$ cat src/sv/jpeg_marker_scanner_top_assert.svh
// assertion macros for the jpeg marker scanner
// used by jpeg_marker_scanner_top; expects clk and rst_n in scope
`ifndef JPEG_MARKER_SCANNER_TOP_ASSERT_SVH
`define JPEG_MARKER_SCANNER_TOP_ASSERT_SVH

// same-cycle implication, checked outside reset
`define JMS_ASSERT_SAME(label, ante, cons) \
    label: assert property (@(posedge clk) disable iff (!rst_n) (ante) |-> (cons)) \
        else $error("jpeg marker scanner: same-cycle check failed");

// next-cycle implication, checked outside reset
`define JMS_ASSERT_NEXT(label, ante, cons) \
    label: assert property (@(posedge clk) disable iff (!rst_n) (ante) |=> (cons)) \
        else $error("jpeg marker scanner: next-cycle check failed");

`endif

$ cat src/sv/jms_pkg.sv
// shared types and constants for the jpeg marker scanner
// no dependencies
package jms_pkg;

    localparam int POS_BITS = 24;
    localparam int OUT_BITS = 24;
    localparam int LEN_BITS = 16;
    localparam int SUM_BITS = ((POS_BITS > LEN_BITS) ? POS_BITS : LEN_BITS) + 1;
    localparam int NUM_OFFSETS = 9;
    localparam int RES_BITS = NUM_OFFSETS * OUT_BITS;

    localparam logic [POS_BITS-1:0] POS_MAX = {POS_BITS{1'b1}};

    localparam logic [7:0] MK_FILL   = 8'hFF;
    localparam logic [7:0] MK_STUFF  = 8'h00;
    localparam logic [7:0] MK_TEM    = 8'h01;
    localparam logic [7:0] MK_RST0   = 8'hD0;
    localparam logic [7:0] MK_RST7   = 8'hD7;
    localparam logic [7:0] MK_SOF0   = 8'hC0;
    localparam logic [7:0] MK_SOF1   = 8'hC1;
    localparam logic [7:0] MK_DHT    = 8'hC4;
    localparam logic [7:0] MK_SOI    = 8'hD8;
    localparam logic [7:0] MK_EOI    = 8'hD9;
    localparam logic [7:0] MK_SOS    = 8'hDA;
    localparam logic [7:0] MK_DQT    = 8'hDB;
    localparam logic [7:0] MK_APP0   = 8'hE0;
    localparam logic [7:0] MK_APP1   = 8'hE1;

    typedef enum logic [3:0] {
        PH_SOI0,
        PH_SOI1,
        PH_HUNT,
        PH_FFRUN,
        PH_LENHI,
        PH_LENLO,
        PH_SKIP,
        PH_TRAIL,
        PH_TRAILFF,
        PH_DONE,
        PH_FAIL
    } phase_t;

endpackage

$ cat src/sv/jpeg_marker_scanner_top.sv
// jpeg marker scanner: byte stream in, one offset summary per buffer out
// depends on jms_pkg and jpeg_marker_scanner_top_assert.svh
//
// channel  dir  width  content
// s_axis   in   8+1+1  tdata data_byte, tlast last_byte, tuser headers_only
// m_axis   out  216+1  tdata nine offsets, tuser status
//
// one beat per cycle on s_axis unless stalled as below; a result is valid once the
// beat carrying tlast has passed the input stage and then the result register
// the scan state updates from the input stage in a single pass per byte
// a stalled m_axis holds the result; s_axis keeps taking beats unless a
// second result would need the result register before it drains
// rst_n clears all scan state and empties both stages
module jpeg_marker_scanner_top
    import jms_pkg::*;
(
    input  logic                clk,
    input  logic                rst_n,
    input  logic                s_axis_tvalid,
    output logic                s_axis_tready,
    input  logic [7:0]          s_axis_tdata,   // data_byte
    input  logic                s_axis_tlast,   // last_byte
    input  logic                s_axis_tuser,   // headers_only
    output logic                m_axis_tvalid,
    input  logic                m_axis_tready,
    // field_size, quant_offset, huffman_offset, frame_header_offset, scan_offset,
    // entropy_data_offset, padded_length, app0_offset, app1_offset (24 bits each)
    output logic [RES_BITS-1:0] m_axis_tdata,
    output logic                m_axis_tuser    // status
);

`include "jpeg_marker_scanner_top_assert.svh"

    // input stage
    logic                stage_valid_reg;
    logic [7:0]          byte_reg;
    logic                last_reg;
    logic                hdr_reg;

    // scan state
    phase_t              phase_reg, phase_next;
    logic [POS_BITS-1:0] pos_reg, pos_next;
    logic [LEN_BITS-1:0] skip_reg, skip_next;
    logic [7:0]          lenhi_reg, lenhi_next;
    logic [7:0]          marker_reg, marker_next;
    logic                stop_reg, stop_next;
    logic [OUT_BITS-1:0] end_reg, end_next;
    logic [OUT_BITS-1:0] quant_reg, quant_next;
    logic [OUT_BITS-1:0] huff_reg, huff_next;
    logic [OUT_BITS-1:0] frame_reg, frame_next;
    logic [OUT_BITS-1:0] sos_reg, sos_next;
    logic [OUT_BITS-1:0] entropy_reg, entropy_next;
    logic [OUT_BITS-1:0] app0_reg, app0_next;
    logic [OUT_BITS-1:0] app1_reg, app1_next;
    logic [OUT_BITS-1:0] padded_reg, padded_next;

    // result register
    logic                out_valid_reg;
    logic                out_status_reg, out_status_next;
    logic [RES_BITS-1:0] out_data_reg, out_data_next;

    logic                advance;
    logic                emit;
    logic                ok;
    logic [LEN_BITS-1:0] seg_len;
    logic [SUM_BITS-1:0] sos_end;
    logic [OUT_BITS-1:0] at_off;
    logic                no_segment;

    // only a closing beat needs the result register free
    assign advance       = stage_valid_reg && (!last_reg || !out_valid_reg || m_axis_tready);
    assign emit          = advance && last_reg;
    assign s_axis_tready = !stage_valid_reg || advance;
    assign m_axis_tvalid = out_valid_reg;
    assign m_axis_tdata  = out_data_reg;
    assign m_axis_tuser  = out_status_reg;

    assign seg_len    = {lenhi_reg, byte_reg};
    assign sos_end    = SUM_BITS'(pos_reg) - SUM_BITS'(1) + SUM_BITS'(seg_len);
    assign at_off     = OUT_BITS'(pos_reg - POS_BITS'(1));
    assign no_segment = (byte_reg == MK_STUFF) || (byte_reg == MK_TEM) ||
                        ((byte_reg >= MK_RST0) && (byte_reg <= MK_RST7));

    always_ff @(posedge clk or negedge rst_n)
    begin
        if (!rst_n)
        begin
            stage_valid_reg <= 1'b0;
        end
        else if (s_axis_tready)
        begin
            stage_valid_reg <= s_axis_tvalid;
        end
    end

    always_ff @(posedge clk)
    begin
        if (s_axis_tready && s_axis_tvalid)
        begin
            byte_reg <= s_axis_tdata;
            last_reg <= s_axis_tlast;
            hdr_reg  <= s_axis_tuser;
        end
    end

    // per-byte scan step
    always_comb
    begin
        phase_next   = phase_reg;
        pos_next     = pos_reg;
        skip_next    = skip_reg;
        lenhi_next   = lenhi_reg;
        marker_next  = marker_reg;
        stop_next    = (phase_reg == PH_SOI0) ? hdr_reg : stop_reg;
        end_next     = end_reg;
        quant_next   = quant_reg;
        huff_next    = huff_reg;
        frame_next   = frame_reg;
        sos_next     = sos_reg;
        entropy_next = entropy_reg;
        app0_next    = app0_reg;
        app1_next    = app1_reg;
        padded_next  = padded_reg;
        ok           = 1'b0;

        if (pos_reg == POS_MAX)
        begin
            phase_next = PH_FAIL;
        end
        else
        begin
            pos_next = pos_reg + POS_BITS'(1);
            unique case (phase_reg)
                PH_SOI0:
                    phase_next = (byte_reg == MK_FILL) ? PH_SOI1 : PH_FAIL;
                PH_SOI1:
                    phase_next = (byte_reg == MK_SOI) ? PH_HUNT : PH_FAIL;
                PH_HUNT:
                    if (byte_reg == MK_FILL)
                    begin
                        phase_next = PH_FFRUN;
                    end
                PH_FFRUN:
                    if (byte_reg != MK_FILL)
                    begin
                        marker_next = byte_reg;
                        if (byte_reg == MK_SOF0 || byte_reg == MK_SOF1)
                        begin
                            frame_next = at_off;
                        end
                        if (byte_reg == MK_DQT && quant_reg == '0)
                        begin
                            quant_next = at_off;
                        end
                        if (byte_reg == MK_DHT && huff_reg == '0)
                        begin
                            huff_next = at_off;
                        end
                        if (byte_reg == MK_SOS)
                        begin
                            sos_next = at_off;
                        end
                        if (byte_reg == MK_APP0 && app0_reg == '0)
                        begin
                            app0_next = at_off;
                        end
                        if (byte_reg == MK_APP1 && app1_reg == '0)
                        begin
                            app1_next = at_off;
                        end
                        priority if (byte_reg == MK_EOI)
                        begin
                            end_next   = OUT_BITS'(pos_reg + POS_BITS'(1));
                            phase_next = PH_TRAIL;
                        end
                        else if (no_segment)
                        begin
                            phase_next = PH_HUNT;
                        end
                        else
                        begin
                            phase_next = PH_LENHI;
                        end
                    end
                PH_LENHI:
                begin
                    lenhi_next = byte_reg;
                    phase_next = PH_LENLO;
                end
                PH_LENLO:
                begin
                    if (marker_reg == MK_SOS)
                    begin
                        entropy_next = OUT_BITS'(sos_end);
                    end
                    priority if (marker_reg == MK_SOS && stop_reg)
                    begin
                        phase_next = PH_DONE;
                    end
                    else if (seg_len < LEN_BITS'(2))
                    begin
                        phase_next = PH_FAIL;
                    end
                    else
                    begin
                        skip_next  = seg_len - LEN_BITS'(2);
                        phase_next = (seg_len == LEN_BITS'(2)) ? PH_HUNT : PH_SKIP;
                    end
                end
                PH_SKIP:
                begin
                    skip_next = skip_reg - LEN_BITS'(1);
                    if (skip_reg == LEN_BITS'(1))
                    begin
                        phase_next = PH_HUNT;
                    end
                end
                PH_TRAIL:
                    if (byte_reg == MK_FILL)
                    begin
                        phase_next = PH_TRAILFF;
                    end
                PH_TRAILFF:
                    priority if (byte_reg == MK_SOI)
                    begin
                        padded_next = at_off;
                        phase_next  = PH_DONE;
                    end
                    else if (byte_reg != MK_FILL)
                    begin
                        phase_next = PH_TRAIL;
                    end
                    else
                    begin
                        phase_next = PH_TRAILFF;
                    end
                default:
                    phase_next = phase_reg;
            endcase
        end

        // closing decision on the final byte of a buffer
        priority if (phase_next == PH_DONE)
        begin
            ok = 1'b1;
        end
        else if (phase_next == PH_TRAIL || phase_next == PH_TRAILFF)
        begin
            padded_next = OUT_BITS'(pos_reg + POS_BITS'(1));
            ok          = 1'b1;
        end
        else if (phase_next == PH_LENHI && marker_next == MK_SOS && stop_next)
        begin
            entropy_next = OUT_BITS'(pos_reg + POS_BITS'(1));
            ok           = 1'b1;
        end
        else if (phase_next == PH_LENLO && marker_next == MK_SOS && stop_next)
        begin
            entropy_next = OUT_BITS'(pos_reg);
            ok           = 1'b1;
        end
        else
        begin
            ok = 1'b0;
        end

        out_status_next = !ok;
        out_data_next   = ok ? {app1_next, app0_next, padded_next, entropy_next, sos_next,
                                frame_next, huff_next, quant_next, end_next}
                             : '0;
    end

    always_ff @(posedge clk or negedge rst_n)
    begin
        if (!rst_n)
        begin
            phase_reg   <= PH_SOI0;
            pos_reg     <= '0;
            skip_reg    <= '0;
            lenhi_reg   <= '0;
            marker_reg  <= '0;
            stop_reg    <= 1'b0;
            end_reg     <= '0;
            quant_reg   <= '0;
            huff_reg    <= '0;
            frame_reg   <= '0;
            sos_reg     <= '0;
            entropy_reg <= '0;
            app0_reg    <= '0;
            app1_reg    <= '0;
            padded_reg  <= '0;
        end
        else if (emit)
        begin
            // buffer finished: back to the reset picture
            phase_reg   <= PH_SOI0;
            pos_reg     <= '0;
            skip_reg    <= '0;
            lenhi_reg   <= '0;
            marker_reg  <= '0;
            stop_reg    <= 1'b0;
            end_reg     <= '0;
            quant_reg   <= '0;
            huff_reg    <= '0;
            frame_reg   <= '0;
            sos_reg     <= '0;
            entropy_reg <= '0;
            app0_reg    <= '0;
            app1_reg    <= '0;
            padded_reg  <= '0;
        end
        else if (advance)
        begin
            phase_reg   <= phase_next;
            pos_reg     <= pos_next;
            skip_reg    <= skip_next;
            lenhi_reg   <= lenhi_next;
            marker_reg  <= marker_next;
            stop_reg    <= stop_next;
            end_reg     <= end_next;
            quant_reg   <= quant_next;
            huff_reg    <= huff_next;
            frame_reg   <= frame_next;
            sos_reg     <= sos_next;
            entropy_reg <= entropy_next;
            app0_reg    <= app0_next;
            app1_reg    <= app1_next;
            padded_reg  <= padded_next;
        end
    end

    always_ff @(posedge clk or negedge rst_n)
    begin
        if (!rst_n)
        begin
            out_valid_reg <= 1'b0;
        end
        else if (emit)
        begin
            out_valid_reg <= 1'b1;
        end
        else if (m_axis_tready)
        begin
            out_valid_reg <= 1'b0;
        end
    end

    always_ff @(posedge clk)
    begin
        if (emit)
        begin
            out_status_reg <= out_status_next;
            out_data_reg   <= out_data_next;
        end
    end

    `JMS_ASSERT_SAME(a_error_clears_payload, m_axis_tvalid && m_axis_tuser, m_axis_tdata == '0)
    `JMS_ASSERT_NEXT(a_emit_restarts_scan, emit, phase_reg == PH_SOI0 && pos_reg == '0)
    `JMS_ASSERT_SAME(a_skip_nonzero, phase_reg == PH_SKIP, skip_reg != '0)
    `JMS_ASSERT_SAME(a_trail_has_end, phase_reg == PH_TRAIL || phase_reg == PH_TRAILFF,
                     end_reg != '0)

endmodule
$ cat config.mk
export PLATFORM = sky130hd
export DESIGN_NAME = jpeg_marker_scanner_top
export DESIGN_NICKNAME = d
export VERILOG_FILES = /design/src/sv/jms_pkg.sv /design/src/sv/jpeg_marker_scanner_top.sv
export VERILOG_INCLUDE_DIRS = /design/src /design/src/sv
export SDC_FILE = /design/constraint.sdc
export NUM_CORES = 1
export LEC_CHECK = 0
export BUFFER_PORTS_ARGS = -buffer_cell sky130_fd_sc_hd__buf_2
export CAP_MARGIN = 10
export CORE_AREA = 4 4 295 297
export CTS_CLUSTER_SIZE = 28
export DETAILED_ROUTE_END_ITERATION = 7
export DIE_AREA = 0 0 299 301
export HOLD_SLACK_MARGIN = 0.05
export PLACE_DENSITY_LB_ADDON = 0.05
export SLEW_MARGIN = 40
export SYNTH_ARGS = -nofsm -noshare
export SYNTH_HDL_FRONTEND = slang
export SYNTH_SLANG_ARGS = --single-unit
$ cat constraint.sdc
create_clock -name clk -period 13.34 [get_ports clk]
set_input_delay 0 -clock clk [delete_from_list [all_inputs] [get_ports clk]]
set_output_delay 0 -clock clk [all_outputs]
set_load 0.005 [all_outputs]
==> results.txt, run 1 <==
Outcome = finished clean
Post-route clock period utilization = 46.99%
Hold Fails Final Rpt = 0
Largest stage delay on the critical path = 790 ps
Number of max-cap violations = 0
Min-delay worst type = in2reg
Die span in y = 301 um
Hold depth = 2
Worst setup margin = 7072 ps
Die width = 299 um
Remaining global-route overflow = 0
Arr. time, crit path = 6630 ps
Crit-path cells = ha_1 -> and3_1 -> nand2_1 -> or4_1 -> o21ai_0 -> a2bb2oi_4 -> or4_1 -> a21o_1 -> nand2_4 -> inv_6 -> buf_4 -> buf_4 -> nor2_1
Clock root buffer = clkbuf_16
Mapped Cells = 2,498
Number of flip-flops in the largest register = 216
Slowest cell on crit path = or4_1
Initial antenna violation count = 1
Starting Density = 29.63%
WL final = 92,800 um
TritonCTS clock tree = built
N_diodes = 0
Synth top cells by count = nor2_1, dfrtp_1, a21oi_1, edfxtp_1, nand2_1
Syn nets = 2,571
Top Ports = 233
Largest net degree at the start of global routing = 129
Fin crit period = 6268 ps
Vias in the first global route = 20,160
RD Place Congestion = 0.8441
Yosys warning count = 0
CP max FO = 67
Final ANT Viol Nets = 0
DRT iter0 DRCs = 1,421
GR Util All Layers = 20.16%
FP Rows = 107
Setup violators final = 0
Slew Viols, Final = 0
Mapped Area = 25,070 um2
PortBufs = 232
CTS clk-pin slew, worst paths = 60 ps
Avg WL per Cell = 23.87 um
Reg2Reg Depth = 13
Final #Nets = 2,765
Share of layout cells above drive strength 1 = 16.69%
Clock skew = 51.96 ps
CP Class = reg2reg
Die area = 90,000 um2
Synth Area in Compound Gates = 16.32%
Crit. End Element = flip-flop
Top-area cell type share of the netlist area = 27.85%
Synth unique cells = 90
Top cells by area, synth = dfrtp_1, edfxtp_1, nor2_1, a21oi_1, o21ai_0
Adder-cell share of the synthesized area = 2.974%
Clk sinks = 506
Pre-antenna DRT Iters = 7
Setup TNS = 0 ps
DRC Markers = 0
Slew of the pin with the lowest slew margin = 867.6 ps
WP data required = 13,700 ps
# resized after CTS = 0
PD cells = 162.3 nW/um2
Layout area overhead = 19.26%
Post-synth EDFFs = 227
Post-route cell area = 29,900 um2
Fmax = 0.1595 GHz
Worst slew margin = 41.74%
CTS HTree Levels = 2
Main combinational cell family by area after synthesis = compound AO/OA/AOI/OAI gates
Placed inst area = 27,580 um2
Worst vdd ir = 0.1102 mV
Sequential fraction of the synthesis area = 55.03%
Top-count cell post-synth = nor2_1
Syn Area/Cell = 10.04 um2
WP buf/inv = 3
First-pass GRT wire length = 137,400 um
Hold slack = 94.15 ps
Fraction of registers with async set/reset = 55.14%
Prevailing post-synth register cell = dfrtp_1
P_leak = 12.16 nW
Synth Area in Simple Gates = 15.65%
CP delay by family, top = simple AND/OR/NAND/NOR gates
Clock buffer count from CTS = 60
Dpl ws = 7048 ps
Critical Path Source Type = flip-flop
Vias = 20,140
Core Area = 84,610 um2
Synthesized flop and latch total = 506
RSZ-0062 raised after global routing = false
Mux contribution to synthesized area = 1.931%
CP Depth = 13
Max clock buf depth = 3
Clock Latency Late Sink = 640 ps
Post-synthesis xor/xnor area fraction = 3.214%
HPWL Detailed = 64,200 um
Via density per instance = 5.181
Area leader, netlist = dfrtp_1
Overall power = 4.853 mW
-- stage by stage --
step	instances	utilization, %
after floorplan	2498	-
after global placement	3743	32.45
after detailed placement	3747	32.60
after CTS	3885	35.26
after global routing	3888	35.34
final	3888	35.34
-- power breakdown --
| group | internal, mW | switching (mW) |
|---|---|---|
| clock network | 0.973 | 0.697 |
| logic | 0.372 | 1.02 |
| registers | 1.71 | 0.0797 |
| total | 3.06 | 1.80 |
-- per-layer routing --
metal | up-vias | part of all wire [%] | GRT usage (%) | wire length, um
li1 | 9299 | - | - | -
met1 | 10120 | 46 | 28.50 | 42840
met2 | 593 | 45 | 31.32 | 41630
met3 | 129 | 6.3 | 4.311 | 5844
met4 | 0 | 2.7 | 5.554 | 2482
met5 | - | 0 | 0 | 0
-- cell usage in the layout (no fill, tap or decap), types with 9 or more instances in the layout --
cell / count
a211oi_1: 41
clkbuf_16: 61
nand3_1: 42
o21ai_0: 149
a31oi_1: 12
dlygate4sd3_1: 23
and2_1: 28
nor2_1: 396
nor3_1: 63
buf_4: 53
buf_2: 231
clkbuf_1: 15
clkinv_2: 16
nand4_1: 19
inv_1: 89
edfxtp_1: 227
a22o_1: 85
nor4_1: 35
xnor2_1: 76
ha_1: 58
and3_1: 15
dfrtp_1: 279
o21ai_1: 12
mux2i_1: 45
or4_1: 13
nand2_1: 160
a21oi_1: 263
or3_1: 9
clkinv_1: 10
o31ai_1: 9
nand2b_1: 9
nor2b_1: 9
-- area by class of cell --
type,instances,area [um2]
multi-input combinational,1708,10310
inverter,97,381.6
clock buffer,82,1665
clock inverter,32,331.6
sequential,506,13800
tap,1144,1431
timing repair buffer,319,1979
fill,8699,54710
-- logic make-up after synthesis --
family	after synthesis
flip-flops	506
buffers and inverters	284
AND/OR/NAND/NOR	855
XOR/XNOR	92
AO/OA/AOI/OAI	654
multiplexers	48
adder cells (fa/ha/maj)	59
-- worst paths after layout --
kind / to / start / slack, ps
setup / recovery: m_axis_tdata[208] / pos_reg[0] / 7070
hold / removal: byte_reg[6] / s_axis_tdata[6] / 90
setup reg to reg: m_axis_tdata[208] / pos_reg[0] / 7070
hold reg to reg: end_reg[6] / end_reg[6] / 480
max in group asynchronous: marker_reg[3] / rst_n / 11870
min in group asynchronous: skip_reg[2] / rst_n / 400
-- repair_timing --
action,4_1_cts,5_1_grt
hold buffers,24,0
buffers inserted,0,0
hold endpoints to repair,109,0
Power figures use the tool's default switching activity.
==> run 2, diff against run 1 <==
--- a/config.mk
+++ b/config.mk
@@ -6,12 +6,13 @@
 export SDC_FILE = /design/constraint.sdc
 export NUM_CORES = 1
 export LEC_CHECK = 0
+export ABC_AREA = 1
 export BUFFER_PORTS_ARGS = -buffer_cell sky130_fd_sc_hd__buf_2
 export CAP_MARGIN = 10
-export CORE_AREA = 4 4 295 297
+export CORE_AREA = 4 4 303 305
 export CTS_CLUSTER_SIZE = 28
 export DETAILED_ROUTE_END_ITERATION = 7
-export DIE_AREA = 0 0 299 301
+export DIE_AREA = 0 0 307 309
 export HOLD_SLACK_MARGIN = 0.05
 export PLACE_DENSITY_LB_ADDON = 0.05
 export SLEW_MARGIN = 40
==> constraint.sdc (replaced) <==
create_clock -name clk -period 5.6 [get_ports clk]
set_input_delay 0 -clock clk [delete_from_list [all_inputs] [get_ports clk]]
set_output_delay 0 -clock clk [all_outputs]
set_load 0.005 [all_outputs]
==> run 2 against run 1 <==
Die area rose by 5.4%. Synthesized area rose by 5.7%. Critical endpoint is now m_axis_tdata[163]. Flip-flop and latch count did not move. Largest power group is now combinational cells. Clock-buffer cell count fell by 7.
==> results.txt, run 2 <==
RSZ-0062 raised after global routing = false
Hold slack = 89.03 ps (-5.117 ps)
Setup violators final = 0 (unchanged)
Post-synth EDFFs = 227 (unchanged)
CP max FO = 36 (-46%)
Fraction of registers with async set/reset = 55.14% (unchanged)
Largest stage delay on the critical path = 750 ps (-40 ps)
Number of max-cap violations = 0 (unchanged)
Starting Density = 29.68% (+0.050 points)
Share of layout cells above drive strength 1 = 19.26% (+2.6 points)
Fin crit period = 4499 ps (-1769 ps)
Post-CTS Setup Bufs = 0 (unchanged)
Post-route clock period utilization = 80.34% (+33 points)
Met3 WL = 4440 um (-24%)
Die span in y = 309 um (+2.7%)
Mapped Cells = 2,934 (+17%)
Syn Area/Cell = 9.037 um2 (-10%)
Number of flip-flops in the largest register = 216 (unchanged)
FP Rows = 110 (+2.8%)
Layout area overhead = 18.87%
Setup TNS = 0 ps (unchanged)
Pre-antenna DRT Iters = 5 (-2)
Arr. time, crit path = 4850 ps (-1780 ps)
Top Ports = 233 (unchanged)
Most frequent cells in the layout = nand2_1, inv_1, dfrtp_1, o21ai_0, buf_2
First-pass GRT wire length = 145,600 um (+6.0%)
Top cells by area, synth = dfrtp_1, edfxtp_1, nand2_1, o21ai_0, inv_1
GR Util All Layers = 20.40% (+0.24 points)
DR WL met2 = 45,590 um (+9.5%)
WP data required = 5960 ps (-7740 ps)
Clock root buffer = clkbuf_16
HPWL Detailed = 70,200 um (+9.4%)
Critical Path Source Type = flip-flop
Clk sinks = 506 (unchanged)
Max layer used = met4
Clock Latency Late Sink = 640 ps (about the same)
Worst slew margin = 40.77% (-0.97 points)
Slowest cell on crit path = o21ai_0
Yosys warning count = 0 (unchanged)
Clock buffer count from CTS = 60 (unchanged)
Metal-1 WL = 45,940 um (+7.2%)
DRC Markers = 0 (unchanged)
Worst vdd ir = 0.4249 mV (+290%)
Synth top cells by count = nand2_1, inv_1, dfrtp_1, o21ai_0, edfxtp_1
Clock skew = 15.53 ps (-36.43 ps)
CP most frequent cell = nand2_1
PD cells = 419.0 nW/um2 (+160%)
Crit. End Element = flip-flop
# resized after CTS = 0 (unchanged)
Vias in the first global route = 21,710 (+7.7%)
RD Place Congestion = 0.8833 (+4.6%)
Slew of the pin with the lowest slew margin = 879.1 ps (+11.50 ps)
Hold_sp = s_axis_tlast
TritonCTS clock tree = built
Area leader, netlist = dfrtp_1
Initial antenna violation count = 3 (+2)
Prevailing post-synth register cell = dfrtp_1
PortBufs = 232 (unchanged)
Final ANT Viol Nets = 0 (unchanged)
Filler cells = 9,222 (+6.0%)
CP Class = reg2reg
Outcome = finished clean
Largest net degree at the start of global routing = 110 (-15%)
Hold Fails Final Rpt = 0 (unchanged)
WL final = 98,260 um (+5.9%)
Sequential fraction of the synthesis area = 52.04% (-3.0 points)
Crit-path cells = inv_2 -> nor2_1 -> nand2_1 -> nand2_1 -> nand2_1 -> a21oi_1 -> nand2_1 -> nand3_2 -> inv_2 -> nor2_4 -> buf_4 -> nand2_4 -> nand2_4 -> inv_1 -> o21ai_0 -> nor2_1
DRT iter0 DRCs = 1,774 (+25%)
Top-count cell post-synth = nand2_1
Die width = 307 um (+2.7%)
Remaining global-route overflow = 0 (unchanged)
Via density per instance = 4.903 (-5.4%)
Placed inst area = 29,080 um2 (+5.4%)
Overall power = 13.21 mW (+170%)
Core Area = 89,320 um2 (+5.6%)
Die area = 94,860 um2 (+5.4%)
P_leak = 13.67 nW (+12%)
Synthesized flop and latch total = 506 (unchanged)
Fmax = 0.2223 GHz (+39%)
Mapped Area = 26,510 um2 (+5.7%)
Vias = 21,510 (+6.8%)
Reg2reg start = byte_reg[3]
CTS HTree Levels = 2 (unchanged)
Synth unique cells = 55 (-39%)
Top-area cell type share of the netlist area = 26.33% (-1.5 points)
Max clock buf depth = 3 (unchanged)
Final #Nets = 3,230 (+17%)
Post-route cell area = 31,520 um2 (+5.4%)
Syn nets = 3,007 (+17%)
Most common cell after layout, fill and taps aside = nand2_1
CP startpoint = byte_reg[3]
Min-delay worst type = in2reg
Avg WL per Cell = 22.40 um (-6.2%)
CTS clk-pin slew, worst paths = 60 ps (about the same)
Slew Viols, Final = 0 (unchanged)
## run 2: cell type report
class                   count  area, um2  share of cell area [%]
well taps                1176       1471                   4.669
repair buffers            304       1923                   6.102
flip-flops and latches    506      13800                   43.78
multi-input cells        1952      10890                   34.55
clock buffers              75       1640                   5.204
clock inverters            38      510.5                   1.620
diodes                      3      7.507                 0.02382
inverters                 333       1277                   4.053
## run 2: through the flow
stage	setup slack [ps]	util, %	instances
after floorplan	954.9	-	2934
after global placement	1203	32.38	4246
after detailed placement	1206	32.56	4248
after CTS	1186	35.23	4383
after global routing	865.8	35.28	4384
final	1101	35.29	4387
## run 2: report_power, final
part | internal (mW) | leakage (nW) | switching [mW]
logic | 1.07 | 6.57 | 3.52
registers | 4.15 | 6.06 | 0.181
clock network | 2.59 | 1.05 | 1.69
## run 2: per-layer routing
layer | up-vias | global-route usage (%)
met5 | - | 0
met4 | 0 | 4.927
met3 | 114 | 2.431
met2 | 541 | 33.67
met1 | 10570 | 28.77
li1 | 10290 | -
## run 2: critical path: cells and delay by family (launching register included)
family | cells | cell delay (ps)
AO/OA/AOI/OAI | 2 | 880
flip-flops | 1 | 650
AND/OR/NAND/NOR | 10 | 1770
buffers and inverters | 4 | 870
## run 2: final timing paths
kind	slack [ps]	cells past startpoint	end
setup / recovery	1100	16	m_axis_tdata[163]
hold / removal	90	2	last_reg
setup reg to reg	1100	16	m_axis_tdata[163]
hold reg to reg	470	2	entropy_reg[23]
max in group asynchronous	4300	4	quant_reg[19]
min in group asynchronous	360	3	frame_reg[5]
## run 2: cell families (layout without fill, tap and decap cells)
group,Yosys count,after routing,synth area share [%]
DFF,506,506,52.04
buffers and inverters,476,750,7.810
AOI/OAI and AO/OA,565,565,11.63
and+or+nand+nor,1265,1265,23.61
adders and majority gates,59,59,2.813
xor gates and xnor gates,60,60,1.982
muxes,3,3,0.1133
other,0,3,0
## run 2: repair_timing
item | in CTS | in global routing
hold buffers | 22 | 0
setup endpoints to repair | 0 | 0
endpoints found under the hold margin | 105 | 0
